`config.mk`:
```
export PLATFORM = sky130hd
export DESIGN_NAME = ps2_set2_scancode_to_ascii_flat
export DESIGN_NICKNAME = d
export VERILOG_FILES = /design/src/hw/rtl/ps2a_pkg.sv /design/src/hw/rtl/ps2a_scan_if.sv /design/src/hw/rtl/ps2a_char_if.sv /design/src/hw/rtl/ps2a_xlate.sv /design/src/hw/rtl/ps2_set2_scancode_to_ascii.sv /design/src/flat_wrapper.sv
export SDC_FILE = /design/constraint.sdc
export NUM_CORES = 1
export LEC_CHECK = 0
export BUFFER_PORTS_ARGS = -buffer_cell sky130_fd_sc_hd__buf_2
export CAP_MARGIN = 20
export CORE_MARGIN = 10
export CORE_UTILIZATION = 40
export CTS_CLUSTER_DIAMETER = 150
export DETAILED_ROUTE_END_ITERATION = 8
export SETUP_SLACK_MARGIN = 0.2
export SYNTH_ARGS = -nofsm -noshare
export SYNTH_HDL_FRONTEND = slang
export SYNTH_SLANG_ARGS = --single-unit
```
`constraint.sdc`:
```
create_clock -name clk -period 4.05 [get_ports clk]
set_clock_uncertainty 0.05 [all_clocks]
set_input_delay 0.81 -clock clk [delete_from_list [all_inputs] [get_ports clk]]
set_output_delay 0.81 -clock clk [all_outputs]
set_load 0.03 [all_outputs]
```
`src/hw/rtl/ps2a_pkg.sv`:
```
package ps2a_pkg;

  localparam logic [7:0] PREFIX_EXT = 8'hE0;
  localparam logic [7:0] PREFIX_REL = 8'hF0;
  localparam logic [7:0] KEY_LSHIFT = 8'h12;
  localparam logic [7:0] KEY_RSHIFT = 8'h59;
  localparam logic [7:0] KEY_SPACE  = 8'h29;
  localparam logic [7:0] KEY_BKSP   = 8'h66;
  localparam logic [7:0] KEY_CAPS   = 8'h58;
  localparam logic [7:0] CODE_MAX   = 8'd131;

  localparam logic [6:0] CHAR_NONE  = 7'h00;
  localparam logic [6:0] CHAR_SPACE = 7'h20;
  localparam logic [6:0] CHAR_BKSP  = 7'h08;
  localparam logic [6:0] CASE_BIT   = 7'h20;

  typedef enum logic [2:0] {
    PH_NONE = 3'b001,
    PH_EXT  = 3'b010,
    PH_REL  = 3'b100
  } phase_t;

  typedef struct packed {
    logic   left_shift_down;
    logic   right_shift_down;
    logic   caps_lock_on;
    phase_t prefix_phase;
  } kbd_state_t;

  function automatic logic [6:0] plain_char(input logic [7:0] code);
    logic [6:0] ch;
    ch = CHAR_NONE;
    unique case (code)
      8'h0D: ch = 7'h09;
      8'h0E: ch = 7'h60;
      8'h15: ch = 7'h71;
      8'h16: ch = 7'h31;
      8'h1A: ch = 7'h7A;
      8'h1B: ch = 7'h73;
      8'h1C: ch = 7'h61;
      8'h1D: ch = 7'h77;
      8'h1E: ch = 7'h32;
      8'h21: ch = 7'h63;
      8'h22: ch = 7'h78;
      8'h23: ch = 7'h64;
      8'h24: ch = 7'h65;
      8'h25: ch = 7'h34;
      8'h26: ch = 7'h33;
      8'h2A: ch = 7'h76;
      8'h2B: ch = 7'h66;
      8'h2C: ch = 7'h74;
      8'h2D: ch = 7'h72;
      8'h2E: ch = 7'h35;
      8'h31: ch = 7'h6E;
      8'h32: ch = 7'h62;
      8'h33: ch = 7'h68;
      8'h34: ch = 7'h67;
      8'h35: ch = 7'h79;
      8'h36: ch = 7'h36;
      8'h3A: ch = 7'h6D;
      8'h3B: ch = 7'h6A;
      8'h3C: ch = 7'h75;
      8'h3D: ch = 7'h37;
      8'h3E: ch = 7'h38;
      8'h41: ch = 7'h2C;
      8'h42: ch = 7'h6B;
      8'h43: ch = 7'h69;
      8'h44: ch = 7'h6F;
      8'h45: ch = 7'h30;
      8'h46: ch = 7'h39;
      8'h49: ch = 7'h2E;
      8'h4A: ch = 7'h2F;
      8'h4B: ch = 7'h6C;
      8'h4C: ch = 7'h3B;
      8'h4D: ch = 7'h70;
      8'h4E: ch = 7'h2D;
      8'h52: ch = 7'h27;
      8'h54: ch = 7'h5B;
      8'h55: ch = 7'h3D;
      8'h5A: ch = 7'h0A;
      8'h5B: ch = 7'h5D;
      8'h5D: ch = 7'h5C;
      8'h66: ch = 7'h08;
      8'h76: ch = 7'h1B;
      default: ch = CHAR_NONE;
    endcase
    return ch;
  endfunction

  function automatic logic [6:0] shifted_char(input logic [7:0] code);
    logic [6:0] ch;
    ch = CHAR_NONE;
    unique case (code)
      8'h0E: ch = 7'h7E;
      8'h15: ch = 7'h51;
      8'h16: ch = 7'h21;
      8'h1A: ch = 7'h5A;
      8'h1B: ch = 7'h53;
      8'h1C: ch = 7'h41;
      8'h1D: ch = 7'h57;
      8'h1E: ch = 7'h40;
      8'h21: ch = 7'h43;
      8'h22: ch = 7'h58;
      8'h23: ch = 7'h44;
      8'h24: ch = 7'h45;
      8'h25: ch = 7'h24;
      8'h26: ch = 7'h23;
      8'h2A: ch = 7'h56;
      8'h2B: ch = 7'h46;
      8'h2C: ch = 7'h54;
      8'h2D: ch = 7'h52;
      8'h2E: ch = 7'h25;
      8'h31: ch = 7'h4E;
      8'h32: ch = 7'h42;
      8'h33: ch = 7'h48;
      8'h34: ch = 7'h47;
      8'h35: ch = 7'h59;
      8'h36: ch = 7'h5E;
      8'h3A: ch = 7'h4D;
      8'h3B: ch = 7'h4A;
      8'h3C: ch = 7'h55;
      8'h3D: ch = 7'h26;
      8'h3E: ch = 7'h2A;
      8'h41: ch = 7'h3C;
      8'h42: ch = 7'h4B;
      8'h43: ch = 7'h49;
      8'h44: ch = 7'h4F;
      8'h45: ch = 7'h29;
      8'h46: ch = 7'h28;
      8'h49: ch = 7'h3E;
      8'h4A: ch = 7'h3F;
      8'h4B: ch = 7'h4C;
      8'h4C: ch = 7'h3A;
      8'h4D: ch = 7'h50;
      8'h4E: ch = 7'h5F;
      8'h52: ch = 7'h22;
      8'h54: ch = 7'h7B;
      8'h55: ch = 7'h2B;
      8'h5A: ch = 7'h0A;
      8'h5B: ch = 7'h7D;
      8'h5D: ch = 7'h7C;
      8'h66: ch = 7'h08;
      8'h76: ch = 7'h1B;
      default: ch = CHAR_NONE;
    endcase
    return ch;
  endfunction

  function automatic logic is_letter(input logic [6:0] ch);
    return ((ch >= 7'h61) && (ch <= 7'h7A)) || ((ch >= 7'h41) && (ch <= 7'h5A));
  endfunction

endpackage

```
`src/hw/rtl/ps2a_scan_if.sv`:
```
interface ps2a_scan_if;
  logic       valid;
  logic       ready;
  logic [7:0] scan_byte;

  modport source (output valid, output scan_byte, input ready);
  modport sink (input valid, input scan_byte, output ready);
endinterface

```
`src/hw/rtl/ps2a_char_if.sv`:
```
interface ps2a_char_if;
  logic       valid;
  logic       ready;
  logic [6:0] ascii_char;

  modport source (output valid, output ascii_char, input ready);
  modport sink (input valid, input ascii_char, output ready);
endinterface

```
`src/hw/rtl/ps2a_xlate.sv`:
```
module ps2a_xlate #(
  parameter int TABLE_SIZE = 132
) (
  input  ps2a_pkg::kbd_state_t cur,
  input  logic [7:0]           code,
  output ps2a_pkg::kbd_state_t nxt,
  output logic                 emit,
  output logic [6:0]           ascii_char
);

  logic       released;
  logic       in_range;
  logic       shift_any;
  logic       caps_eff;
  logic [6:0] rom_ch;
  logic [6:0] look_ch;

  assign in_range  = (code != 8'd0) && (code <= ps2a_pkg::CODE_MAX)
                     && ({1'b0, code} < 9'(TABLE_SIZE));
  assign shift_any = cur.left_shift_down | cur.right_shift_down;
  assign rom_ch    = shift_any ? ps2a_pkg::shifted_char(code) : ps2a_pkg::plain_char(code);

  // caps lock press toggles before the lookup
  assign caps_eff  = (code == ps2a_pkg::KEY_CAPS) ? ~cur.caps_lock_on : cur.caps_lock_on;

  always_comb begin
    look_ch = ps2a_pkg::CHAR_NONE;
    if (in_range) begin
      look_ch = rom_ch;
      if (caps_eff && ps2a_pkg::is_letter(rom_ch)) begin
        look_ch = rom_ch ^ ps2a_pkg::CASE_BIT;
      end
    end
  end

  always_comb begin
    nxt        = cur;
    emit       = 1'b0;
    released   = 1'b0;
    ascii_char = ps2a_pkg::CHAR_NONE;
    unique case (cur.prefix_phase)
      ps2a_pkg::PH_NONE: begin
        if (code == ps2a_pkg::PREFIX_EXT) begin
          nxt.prefix_phase = ps2a_pkg::PH_EXT;
        end else if (code == ps2a_pkg::PREFIX_REL) begin
          nxt.prefix_phase = ps2a_pkg::PH_REL;
        end else begin
          emit = 1'b1;
        end
      end
      ps2a_pkg::PH_EXT: begin
        if (code == ps2a_pkg::PREFIX_REL) begin
          nxt.prefix_phase = ps2a_pkg::PH_REL;
        end else begin
          emit             = 1'b1;
          released         = 1'b1;
          nxt.prefix_phase = ps2a_pkg::PH_NONE;
        end
      end
      ps2a_pkg::PH_REL: begin
        emit             = 1'b1;
        released         = 1'b1;
        nxt.prefix_phase = ps2a_pkg::PH_NONE;
      end
      default: begin
        nxt.prefix_phase = ps2a_pkg::PH_NONE;
      end
    endcase

    if (emit) begin
      unique case (code)
        ps2a_pkg::KEY_LSHIFT: nxt.left_shift_down = ~released;
        ps2a_pkg::KEY_RSHIFT: nxt.right_shift_down = ~released;
        ps2a_pkg::KEY_SPACE: begin
          ascii_char = released ? ps2a_pkg::CHAR_NONE : ps2a_pkg::CHAR_SPACE;
        end
        ps2a_pkg::KEY_BKSP: begin
          ascii_char = released ? ps2a_pkg::CHAR_NONE : ps2a_pkg::CHAR_BKSP;
        end
        ps2a_pkg::KEY_CAPS: begin
          if (!released) begin
            nxt.caps_lock_on = ~cur.caps_lock_on;
          end
          ascii_char = released ? ps2a_pkg::CHAR_NONE : look_ch;
        end
        default: begin
          ascii_char = released ? ps2a_pkg::CHAR_NONE : look_ch;
        end
      endcase
    end
  end

endmodule

```
`src/hw/rtl/ps2_set2_scancode_to_ascii.sv`:
```
// channel  dir  payload            note
// scan     in   scan_byte[7:0]     raw keyboard bytes, prefixes included
// chars    out  ascii_char[6:0]    one per completed code, 0 = no character
//
// one byte per cycle unless chars stalls; a completed code is offered from the output register
// pipeline: input byte register, then lookup and flag update into the output register
// prefix bytes update the prefix state and produce no transfer on chars
// reset clears shift, caps lock and prefix state and empties both registers
// a stall on chars holds the result; the input register still takes a byte when it can drain
module ps2_set2_scancode_to_ascii #(
  parameter int TABLE_SIZE = 132
) (
  input  logic              clk,
  input  logic              rst,
  ps2a_scan_if.sink         scan,
  ps2a_char_if.source       chars
);

  logic                 s1_valid;
  logic [7:0]           s1_byte;
  ps2a_pkg::kbd_state_t state;
  ps2a_pkg::kbd_state_t state_next;
  logic                 x_emit;
  logic [6:0]           x_char;
  logic                 out_valid;
  logic [6:0]           out_char;
  logic                 out_free;
  logic                 s1_adv;
  logic                 s1_load;

  ps2a_xlate #(
    .TABLE_SIZE (TABLE_SIZE)
  ) u_xlate (
    .cur        (state),
    .code       (s1_byte),
    .nxt        (state_next),
    .emit       (x_emit),
    .ascii_char (x_char)
  );

  assign out_free    = ~out_valid | chars.ready;
  assign s1_adv      = s1_valid & (~x_emit | out_free);
  assign s1_load     = ~s1_valid | s1_adv;
  assign scan.ready  = s1_load;
  assign chars.valid = out_valid;
  assign chars.ascii_char = out_char;

  always_ff @(posedge clk) begin
    if (rst) begin
      s1_valid               <= 1'b0;
      out_valid              <= 1'b0;
      state.left_shift_down  <= 1'b0;
      state.right_shift_down <= 1'b0;
      state.caps_lock_on     <= 1'b0;
      state.prefix_phase     <= ps2a_pkg::PH_NONE;
    end else begin
      if (s1_load) begin
        s1_valid <= scan.valid;
      end
      if (s1_adv) begin
        state <= state_next;
      end
      if (s1_adv && x_emit) begin
        out_valid <= 1'b1;
      end else if (chars.ready) begin
        out_valid <= 1'b0;
      end
    end
  end

  always_ff @(posedge clk) begin
    if (s1_load && scan.valid) begin
      s1_byte <= scan.scan_byte;
    end
    if (s1_adv && x_emit) begin
      out_char <= x_char;
    end
  end

endmodule

```
`src/flat_wrapper.sv`:
```
// flat-port wrapper written by rule: the top's interface ports become plain ports
module ps2_set2_scancode_to_ascii_flat 
#(
  parameter int TABLE_SIZE = 132
)
  (clk, rst, scan_valid, scan_scan_byte, scan_ready, chars_valid, chars_ascii_char, chars_ready);
  ps2a_scan_if scan_i ();
  ps2a_char_if chars_i ();
  input  logic clk;
  input  logic rst;
  input wire logic [$bits(scan_i.valid)-1:0] scan_valid;
  input wire logic [$bits(scan_i.scan_byte)-1:0] scan_scan_byte;
  output wire logic [$bits(scan_i.ready)-1:0] scan_ready;
  output wire logic [$bits(chars_i.valid)-1:0] chars_valid;
  output wire logic [$bits(chars_i.ascii_char)-1:0] chars_ascii_char;
  input wire logic [$bits(chars_i.ready)-1:0] chars_ready;
  assign scan_i.valid = scan_valid;
  assign scan_i.scan_byte = scan_scan_byte;
  assign scan_ready = scan_i.ready;
  assign chars_valid = chars_i.valid;
  assign chars_ascii_char = chars_i.ascii_char;
  assign chars_i.ready = chars_ready;
  ps2_set2_scancode_to_ascii #(.TABLE_SIZE(TABLE_SIZE)) u_core (.clk(clk), .rst(rst), .scan(scan_i), .chars(chars_i));
endmodule
```
**After elaboration in Yosys (flattened, before gate mapping)**

Memories as Yosys holds them, arrays and structs flattened. A register that Yosys moved wholly into a read port is not among the register bits.
Index checks and enable logic that the tools add are counted.

- Magnitude comparators: 6
- Equal/unequal tests: 11
- Multiplexer cells: 22
- Bitwise operators: 11
- Reductions and logical operators: 15

Operators with widths:

| operator | count |
|---|---|
| $mux W7 | 7 |
| $eq A8 B7 Y1 const B | 3 |
| $pmux W7 S3 | 1 |
| $eq A8 B8 Y1 const B | 2 |
| $ge A7 B7 Y1 const B | 2 |
| $le A7 B7 Y1 const B | 2 |
| $mux W6 | 2 |
| $mux W3 | 3 |
| $eq A8 B5 Y1 const B | 1 |
| $eq A8 B6 Y1 const B | 1 |
| $le A8 B8 Y1 const B | 1 |
| $lt A8 B8 Y1 const B | 1 |
| $reduce_bool A8 Y1 | 1 |
| $logic_and A1 B1 Y1 | 7 |
| $not A1 Y1 | 6 |
| $pmux W3 S2 | 1 |
| $reduce_and A3 Y1 | 2 |
| $mux W1 | 5 |
| $mux W4 | 1 |
| $or A1 B1 Y1 | 4 |
| $reduce_and A4 Y1 | 1 |
| $eq A3 B1 Y1 const B | 1 |
| $eq A3 B2 Y1 const B | 1 |
| $eq A3 B3 Y1 const B | 1 |
| other kinds (8) | 8 |

- Register bits after elaboration: 23
- Memory bits (read-only): 1,792
- Output and inout bits: 9
- Word-level logic and storage cells: 75
- Memories kept: 2

Memories:

| name | words | bits a word | rd ports | clocked after Yosys merged registers in | write ports | RTL line | source |
|---|---|---|---|---|---|---|---|
| (name not given) | 128 | 7 | 1 | 1 | 0 | ps2a_pkg.sv:33 | `unique case (code)` |
| (name not given) | 128 | 7 | 1 | 1 | 0 | ps2a_pkg.sv:93 | `unique case (code)` |

**Longest topological paths before layout**

- Depth after elaboration: 10
- Depth in mapped cells: 17

**Hierarchy**

Synthesis repeated with hierarchy kept, for this count alone.

- Cells, all modules: 356
- Area total of the unflattened synthesis: 2,787.7 µm²

Modules (own cells, without submodules):

| module | instances | cells each | area each (µm²) | sequential area each (µm²) |
|---|---|---|---|---|
| ps2a_xlate | 1 | 305 | 1,974.4 | 0.0 |
| ps2_set2_scancode_to_ascii | 1 | 51 | 813.3 | 610.6 |

**Worst setup path after synthesis**

No wires, ideal clock.

- Path type: input port to flip-flop
- From: input port chars_ready
- To: register (tool-made name)
- Library setup time: 0.059 ns
- Arrival time: 3.693 ns
- Required time: 3.941 ns
- Setup slack: 0.248 ns
- Cell stages on the path: 16
- Path through: nand3b_1 o31a_1 a31o_4 nand2_1 inv_2 buf_2 mux2i_1 inv_1 ha_1 clkbuf_1 nand2_1 a211oi_1 a2bb2oi_1 nor2_1 a221oi_1 o32a_1

RTL lines:

| item | RTL line | source |
|---|---|---|
| start: declaration | flat_wrapper.sv:16 | `input wire logic [$bits(chars_i.ready)-1:0] chars_ready;` |

==> reports/results.txt <==
largest net degree at the start of global routing = 23
core area = 0.009153 mm²
Port Buf Inserts = 20
Hold Path Class = reg2reg
Layout Cells excl Fill = 630
placed instance area = 0.004116 mm²
TNS Setup = 0 ps
post-synth top area cell = edfxtp_1
Num CTS Buffers = 5
first-pass GRT wire length = 23050 µm
Post-CTS Setup Bufs = 0
Worst Path Buf+Inv = 1
post_cts resized = 0
Routability Congestion = 1.052
Crit Path Category = reg2reg
Max-Cap Viols = 0
layout cell share with drive strength beyond 1 = 18.50%
CTS tree = done
Most Frequent Cell on Critical Path = nand2_1
overall power = 1170 µW
Max Root-Sink Buffers = 2
DP Cell Count = 622
final instance area = 0.004203 mm²
dpl ws = 278.5 ps
Clk Latency, worst-skew pair = 290 ps
Async SR Flop Fraction = 0%
RSZ-0062 raised after global routing = false
Rel. slew slack = 19.44%
clock sink count = 37
DIE WIDTH = 116.5 µm
synthesized area per cell = 7.685 µm²
area of the multi-input gates = 0.002618 mm²
status = finished clean
startpoint types = register
Ports = 21
htree depth = 2
Distinct cells, synth = 84
DR vias/cell = 6.797
sequential share of the synthesized area = 23.90%
Peak supply drop = 137.4 µV
worst path required time = 4230 ps
nets@finish = 539
CP max stage cell = edfxtp_1
remaining global-route overflow = 0
predominant post-synthesis flop cell = dfxtp_1
Pre-Repair DR Iteration Count = 8
Max FO, Critical Path = 5
Achievable Freq = 0.2808 GHz
site row count = 35
CTS clk-pin slew, worst paths = 80 ps
Mapped Nets = 506
antenna violations before repair = 0
Power per Cell Area = 278.5 mW/mm²
Slew @ Worst Pin = 1178 ps
DRC viols = 0
Post-DRT Antenna Nets = 0
vias in the first global route = 4117
Area contributors post-synth = edfxtp_1, dfxtp_1, a21oi_1
Die Ht = 116.5 µm
CP delay by family, top = compound AO/OA/AOI/OAI gates
Syn Inst Count = 485
Setup violations, final = 0
critical path arrival = 3740 ps
Sequential Area = 890.9 µm²
drt wl/cell = 23.37 µm
YS warnings = 0
worst path cell trace = nor4_4 > and2_4 > a31oi_4 > o21ai_0 > nand2_1 > inv_1 > ha_1 > nand2_1 > a211oi_1 > a2bb2oi_1 > nor2_1 > a221oi_1 > o32a_1
Post-Route WL = 14730 µm
Vias = 4282
DPL Wire Length = 11060 µm
die area = 0.01358 mm²
Layout area overhead = 12.76%
commonest non-fill, non-tap cells in the layout = a21oi_1, buf_4, nor2_1
Inserted Diodes = 0
leakage power = 0.001602 µW
max-slew violation count = 0
root buf cell = clkbuf_8
worst setup margin = 488.2 ps
CP Capture Type = register
Initial DRC Count = 663
Seq cells post-synth = 37
GRT Total Usage = 21.70%
top cell type's share of synthesized area = 12.08%
Starting Density = 40.72%
Tcrit/Tclk final = 87.95%
final worst path period need = 3562 ps
crit-path max cell delay = 430 ps
commonest non-fill, non-tap cell in the layout = a21oi_1
# fillers = 922
final hold violation count = 0
Post-synth EDFFs = 15
Mapped Area = 0.003727 mm²
Hold Buf Count CTS = 0
cell usage after synthesis (3+ instances only):
cell type  number
edfxtp_1       15
ha_1            9
clkbuf_1       15
or3_1           3
nand4_1         5
nor2b_1         7
a211oi_1       16
and3_1         14
o21ai_1         3
nand2_1        35
xor2_1          4
o211ai_1        5
nand3b_1        3
or3b_2          3
a31oi_1         9
a21o_1          5
mux2i_1        11
nor2_1         36
o22ai_1         6
buf_2          13
a21oi_1        44
o221ai_1        8
dfxtp_1        22
nand2b_1       13
inv_1          15
a2bb2oi_1       4
o21ai_0        33
nand3_1        17
o31ai_1         3
a311oi_1        4
o32a_1          4
nor4_1          9
nor3_1         19
a22oi_1         5
per-stage QoR:
| step | util (%) | hold WS, ps |
|---|---|---|
| 2_1_floorplan | - | 441.3 |
| 3_3_place_gp | 44.98 | 461.3 |
| 3_5_place_dp | 44.98 | 472.8 |
| 4_1_cts | 45.92 | 483.4 |
| 5_1_grt | 45.92 | 529.1 |
| 6_report | 45.92 | 479.3 |
worst min-delay path, delay by kind of cell (launching register included):
kind	cells	cell delay, ps
AOI/OAI and AO/OA	1	60
DFF	1	330
and+or+nand+nor	1	90
routing by layer:
| layer | up-vias | track usage [%] | share of wire, % |
|---|---|---|---|
| met5 | - | 0 | 0 |
| met4 | 0 | 14.50 | 7.0 |
| met3 | 82 | 3.749 | 9.7 |
| met2 | 298 | 33.94 | 43 |
| met1 | 1962 | 26.79 | 40 |
| li1 | 1940 | - | - |
worst paths after layout:
path	slack, ps	cells after the start	from	to
worst min register to register	480	2	u_core.chars.valid	u_core.chars.valid
worst max-delay path	490	13	u_core.s1_byte[3]	register
worst max register to register	490	13	u_core.s1_byte[3]	register
worst min-delay path	480	2	u_core.chars.valid	u_core.chars.valid
power by group:
group | switching, µW | internal [µW] | leakage (µW) | total [µW]
Sequential | 16.6 | 421 | 0.000331 | 438
Clock | 139 | 119 | 0.0000455 | 258
Combinational | 302 | 173 | 0.00123 | 475
kinds of logic (layout without fill, tap and decap cells):
group,count (synthesis),in the layout,synth area share [%]
buffers and inverters,50,84,5.874
adder cells (fa/ha/maj),9,9,3.021
AO/OA/AOI/OAI,187,187,35.52
flip-flops,37,37,23.90
multiplexers,14,14,3.961
XOR/XNOR,6,6,1.410
AND/OR/NAND/NOR,182,182,26.32
cell type report:
class	instances	share of cell area, %
Clock buffer	5	1.637
Inverter	17	1.518
Tap cell	111	3.305
Clock inverter	3	0.4168
Timing Repair Buffer	59	9.646
Sequential cell	37	21.20
Multi-Input combinational cell	398	62.28
Note: power is estimated with default switching activity, not from simulation.
